`src/rtl/llsn_pkg.sv`:
```
// llsn_pkg: shared types, fixed-point constants and reciprocal table for the
// log-likelihood softmax normalizer. No dependencies.
package llsn_pkg;

	localparam int DEF_MAX_ITEMS = 64;
	localparam int CUT_W = 22;

	localparam logic [21:0] LN_1E16_Q = 22'd2414435;
	localparam logic [31:0] LN2_Q32 = 32'd2977044472;
	localparam logic [15:0] LN2_Q16 = 16'd45426;
	localparam logic [16:0] LN2_RECIP = 17'd94548;
	localparam logic [31:0] ONE_Q31 = 32'h8000_0000;
	localparam logic [3:0] TERMS = 4'd12;

	typedef struct packed {
		logic signed [31:0] log_likelihood;
		logic last_item;
	} llsn_in_t;

	typedef struct packed {
		logic [16:0] probability;
		logic [5:0] item_index;
		logic last_result;
		logic truncated;
	} llsn_out_t;

	typedef struct packed {
		logic load;
		logic ln_go;
		logic rd;
		logic cmp;
		logic exp_go;
		logic acc;
		logic div_go;
		logic emit;
		logic idx_clr;
	} llsn_cmd_t;

	typedef struct packed {
		logic ln_done;
		logic exp_done;
		logic div_done;
		logic keep;
		logic idx_last;
	} llsn_sts_t;

	// floor(2^32 / k), never more than one below the exact quotient
	function automatic logic [32:0] recip_k(input logic [3:0] k);
		logic [32:0] r;
		case (k)
			4'd1: r = 33'h1_0000_0000;
			4'd2: r = 33'd2147483648;
			4'd3: r = 33'd1431655765;
			4'd4: r = 33'd1073741824;
			4'd5: r = 33'd858993459;
			4'd6: r = 33'd715827882;
			4'd7: r = 33'd613566756;
			4'd8: r = 33'd536870912;
			4'd9: r = 33'd477218588;
			4'd10: r = 33'd429496729;
			4'd11: r = 33'd390451572;
			4'd12: r = 33'd357913941;
			default: r = 33'd0;
		endcase
		return r;
	endfunction

endpackage

```
`src/rtl/llsn_ctrl.sv`:
```
// llsn_ctrl: controller state machine sequencing load, cutoff, sum pass and
// output pass. Uses llsn_pkg.
module llsn_ctrl import llsn_pkg::*; (
	input logic clk,
	input logic arst_n,
	input logic start,
	input logic last_item,
	input llsn_sts_t sts,
	output llsn_cmd_t cmd,
	output logic busy
);

	localparam logic [3:0] S_IDLE = 4'd0;
	localparam logic [3:0] S_LN = 4'd1;
	localparam logic [3:0] S_LNW = 4'd2;
	localparam logic [3:0] S_RD = 4'd3;
	localparam logic [3:0] S_CMP = 4'd4;
	localparam logic [3:0] S_EXP = 4'd5;
	localparam logic [3:0] S_EXPW = 4'd6;
	localparam logic [3:0] S_USE = 4'd7;
	localparam logic [3:0] S_DIVW = 4'd8;
	localparam logic [3:0] S_EMIT = 4'd9;

	logic [3:0] state_q;
	logic [3:0] state_d;
	logic pass_q;

	always_comb begin
		cmd = '0;
		state_d = state_q;
		case (state_q)
			S_IDLE: begin
				if (start) begin
					cmd.load = 1'b1;
					if (last_item) begin
						state_d = S_LN;
					end
				end
			end
			S_LN: begin
				cmd.ln_go = 1'b1;
				cmd.idx_clr = 1'b1;
				state_d = S_LNW;
			end
			S_LNW: begin
				if (sts.ln_done) begin
					state_d = S_RD;
				end
			end
			S_RD: begin
				cmd.rd = 1'b1;
				state_d = S_CMP;
			end
			S_CMP: begin
				cmd.cmp = 1'b1;
				state_d = S_EXP;
			end
			S_EXP: begin
				if (sts.keep) begin
					cmd.exp_go = 1'b1;
					state_d = S_EXPW;
				end else begin
					state_d = S_USE;
				end
			end
			S_EXPW: begin
				if (sts.exp_done) begin
					state_d = S_USE;
				end
			end
			S_USE: begin
				if (!pass_q) begin
					cmd.acc = 1'b1;
					cmd.idx_clr = sts.idx_last;
					state_d = S_RD;
				end else begin
					cmd.div_go = 1'b1;
					state_d = S_DIVW;
				end
			end
			S_DIVW: begin
				if (sts.div_done) begin
					state_d = S_EMIT;
				end
			end
			S_EMIT: begin
				cmd.emit = 1'b1;
				state_d = sts.idx_last ? S_IDLE : S_RD;
			end
			default: begin
				state_d = S_IDLE;
			end
		endcase
	end

	always_ff @(posedge clk or negedge arst_n) begin
		if (!arst_n) begin
			state_q <= S_IDLE;
			pass_q <= 1'b0;
		end else begin
			state_q <= state_d;
			if (state_q == S_USE && !pass_q && sts.idx_last) begin
				pass_q <= 1'b1;
			end else if (state_q == S_EMIT && sts.idx_last) begin
				pass_q <= 1'b0;
			end
		end
	end

	assign busy = state_q != S_IDLE;

endmodule

```
`config.mk`:
```
export PLATFORM = sky130hd
export DESIGN_NAME = llsn_ctrl
export DESIGN_NICKNAME = d
export VERILOG_FILES = /design/src/rtl/llsn_pkg.sv /design/src/rtl/llsn_ctrl.sv
export SDC_FILE = /design/constraint.sdc
export NUM_CORES = 1
export LEC_CHECK = 0
export ABC_AREA = 0
export ABC_CLOCK_PERIOD_IN_PS = 2800
export CAP_MARGIN = 15
export CORE_AREA = 3 3 40 42
export CTS_CLUSTER_SIZE = 30
export DETAILED_ROUTE_END_ITERATION = 16
export DIE_AREA = 0 0 43 45
export DONT_BUFFER_PORTS = 1
export PLACE_DENSITY = 0.49
export SLEW_MARGIN = 5
export SYNTH_ARGS = -nofsm -noshare
export SYNTH_HDL_FRONTEND = slang
export SYNTH_SLANG_ARGS = --single-unit
```
`constraint.sdc`:
```
create_clock -name clk -period 2.8 [get_ports clk]
set_input_delay 0.28 -clock clk [delete_from_list [all_inputs] [get_ports clk]]
set_output_delay 0.28 -clock clk [all_outputs]
set_load 0.03 [all_outputs]
```
==> out/summary.log <==
INFO  placed_design  post_dp_cell_area=440squm
INFO  sta            number_of_hold_slack_violations_in_the_final_timing_report=0
INFO  synth          syn-instance-count=49
INFO  routing        drt_iter0_drc=10
INFO  sta            setup_violations=0
INFO  setup_path     worstRegToRegCells=3
INFO  sta            timing.max_slew.rel_slack=59.2%
INFO  clock_tree     clock_tree_from_tritoncts=yes
INFO  sta            layout_worst_path_cycle_share=75.7%
INFO  global_route   grt_antenna_before_repair=0
INFO  setup_path     worstReg2RegStart=state_q[2]
INFO  global_route   groute.layer.met3.usage=7.57%
INFO  setup_path     worst-endpoint-arrival=1.84ns
INFO  synth          asyncSetResetFlopFracSynth=100%
INFO  synth          synth_area_leaders=sky130_fd_sc_hd__dfrtp_1, sky130_fd_sc_hd__or4b_1, sky130_fd_sc_hd__nand2b_1
INFO  clock_tree     number_of_buffers_inserted_during_clock_tree_synthesis=3
INFO  worst_hold_path kind_of_path_behind_the_tightest_hold_check=input port to flip-flop
INFO  global_route   wire_length_of_the_first_global_routing_pass=1.55mm
INFO  sta            unrepaired_setup_endpoints_after_global_routing=no
INFO  routing        post-route-drc-count=0
INFO  routing        dr.pass1.iters=4
INFO  clock_tree     tritoncts_sinks=5
INFO  cells_and_area final.fill_count=143
INFO  synth          synth.cell_area=420squm
INFO  setup_path     critical_setup_path_kind=flip-flop to primary output
INFO  routing        total_routed_length=1.01mm
INFO  placed_design  gp_congestion=0.643
INFO  sta            clock.fmax=472MHz
INFO  cells_and_area area_growth_syn_to_layout=13.4%
INFO  synth          synth_nets=58
INFO  synth          seq_area_frac_synth=29.8%
INFO  cells_and_area final_cell_count_no_fill=69
INFO  setup_path     critical_path_required=2.52ns
INFO  clock_tree     root_buffer_master=sky130_fd_sc_hd__clkbuf_4
INFO  clock_tree     cts_max_level=1
INFO  routing        routed-via-count=389
INFO  floorplan      fp.dieArea=1940squm
INFO  cells_and_area layout-drive-gt1-share=22.2%
INFO  setup_path     crit_end_element=primary output
INFO  setup_path     crit_path_max_fanout=14
INFO  clock_tree     clkTransAtPathRegs=0.04ns
INFO  floorplan      fp.dieW=43um
INFO  sta            final_max_slew_viol_count=0
INFO  sta            timing.hold.ws=0.189ns
INFO  worst_hold_path min_delay_worst_endpoint=pass_q
INFO  synth          syn_area_cell=8.58squm
INFO  worst_hold_path worst_hold_startpoint=sts[0]
INFO  placed_design  dp_cells=64
INFO  global_route   grt_pass1_vias=348
INFO  cells_and_area final_design_area_no_fill=477squm
INFO  power_and_ir_drop power_frac_seq=32.2%
INFO  setup_path     worst_setup_path_start_kind=flip-flop
INFO  global_route   grtUsageMet1=14.4%
INFO  setup_path     timing.reg2reg.setup_slack=1.27ns
INFO  placed_design  io_buffer_count=0
INFO  synth          synth-warning-count=0
INFO  global_route   groute.layer.met2.usage=14.1%
INFO  global_route   track_usage=11.2%
INFO  sta            timing_worst_slew_pin_value=0.610ns
INFO  worst_hold_path hold-path-cell-count=1
INFO  job            timing.max_cap.violations=0
INFO  power_and_ir_drop clockPowerShare=13.5%
INFO  clock_tree     post_cts_resize_count=0
INFO  power_and_ir_drop switching_power=0.000318W
INFO  synth          ys_ff_latch=5
INFO  synth          yosys_most_used_dff=sky130_fd_sc_hd__dfrtp_1
INFO  global_route   grt_start_max_net_pins=15
INFO  setup_path     crit-reg2reg-capture=state_q[0]
INFO  clock_tree     ctsLongestPathBuffers=2
INFO  placed_design  post-dp-hpwl=732um
INFO  floorplan      die_h=45um
INFO  cells_and_area num-nets-final=64
INFO  sta            fin_worst_skew=0.00489ns
INFO  floorplan      pin_count=19
INFO  global_route   globalRouteOverflowTotal=0
INFO  power_and_ir_drop swShare=51.8%
INFO  floorplan      design.core.area=1280squm
INFO  setup_path     timing.critical_path.from=state_q[2]
INFO  floorplan      number_of_cell_rows=13
INFO  power_and_ir_drop worst_ir_drop_vdd=613uV
INFO  synth          synth_top_area_cell=sky130_fd_sc_hd__dfrtp_1
INFO  synth          ys_types=28
INFO  synth          synth_edf_count=0
INFO  power_and_ir_drop cell_internal_pwr=0.000296W
INFO  power_and_ir_drop p_leak=0.197nW
INFO  floorplan      initial_core_util=32.7%
INFO  synth          synth_largest_type_area_fraction=29.8%
INFO  global_route   grt-busiest-layer=met1
INFO  synth          synth_commonest_cells=sky130_fd_sc_hd__dfrtp_1, sky130_fd_sc_hd__nor2_1
INFO  routing        detailed_route_wire_length_per_cell=14.7um
INFO  sta            finalSetupTns=0ns
INFO  routing        drt-vias-per-instance=5.64
INFO  clock_tree     clkLatencyLatePin=0.24ns
INFO  power_and_ir_drop power_per_cell_area=1290nW/um^2
INFO  clock_tree     post_cts_setup_buffer_count=0
INFO  sta            min_period=2.12ns
INFO  cells_and_area diodes=0
INFO  run_status     outcome=completed
INFO  power_and_ir_drop combinationalPowerShare=54.3%
INFO  routing        postRouteAntennaNets=0
==> power by group through the flow <==
stage / logic (W) / registers [W] / clock network (W)
floorplan: 0.000349 / 0.000132 / 0
CTS: 0.000337 / 0.000199 / 0.0000859
global placement: 0.000341 / 0.000192 / 0
finish: 0.000333 / 0.000198 / 0.0000831
detailed placement: 0.000332 / 0.000200 / 0
global route: 0.000362 / 0.000208 / 0.0000940
==> area by class of cell <==
type                    instances  area [sq um]  area share [%]
multi-input cells              38           259            54.3
flip-flops and latches          5           125            26.2
repair buffers                  5          40.0            8.40
clock buffers                   4          26.3            5.51
well taps                      15          18.8            3.94
inverters                       2          7.51            1.57
==> flip-flops by register name, summed over array words and instances, names as in the netlist <==
name	flops
pass_q	1
state_q	4
==> worst max-delay path: stages (launching register included) <==
cell                      delay (ns)
sky130_fd_sc_hd__dfrtp_1        0.52
sky130_fd_sc_hd__or4_4          0.63
sky130_fd_sc_hd__nor2_1         0.46
==> routing by layer <==
metal	wire, um	share of wire, %
met3	129	13
met4	12	1.2
met1	449	44
met5	0	0
met2	420	42
==> timing repair <==
item                                   CTS  global route
setup endpoints to repair                0             0
endpoints found under the hold margin    5             0
hold buffers                             1             0
==> placed cells by master (no fill, tap or decap), drive strengths merged <==
cell type and count:
a21o 1, a21oi 2, a22o 1, a311oi 1, and2 1, and2b 1
and4bb 1, buf 4, clkbuf 4, dfrtp 5, dlygate4sd3 1, inv 2
nand2 3, nand2b 3, nand3 1, nand4bb 1, nor2 5, nor2b 3
nor3 4, o211ai 1, o21ai 3, o21ba 1, o32ai 1, or4 1
or4b 2, xor2 1
==> worst max-delay path by stage <==
stage,endpoint,slack (ns),depth (start not counted)
after floorplan,cmd[0],0.82,4
after global placement,cmd[8],0.94,2
after detailed placement,cmd[8],0.93,2
after CTS,cmd[8],0.67,2
after global routing,cmd[8],0.58,2
final,cmd[8],0.68,2
==> cell families after synthesis <==
group / after synthesis / share of synthesized area, %
and+or+nand+nor: 26 / 39.6
AOI/OAI and AO/OA: 11 / 19.9
buffers and inverters: 6 / 8.63
DFF: 5 / 29.8
xor gates and xnor gates: 1 / 2.08
==> metrics by stage <==
| stage | worst slack (ns) | util, % | power [W] |
|---|---|---|---|
| 4_1_cts | 0.667 | 37.1 | 0.000622 |
| 3_3_place_gp | 0.941 | 34.3 | 0.000534 |
| 5_1_grt | 0.582 | 37.1 | 0.000664 |
| 6_report | 0.681 | 37.1 | 0.000614 |
| 3_5_place_dp | 0.926 | 34.3 | 0.000532 |
| 2_1_floorplan | 0.819 | - | 0.000481 |
Power figures use the tool's default switching activity.
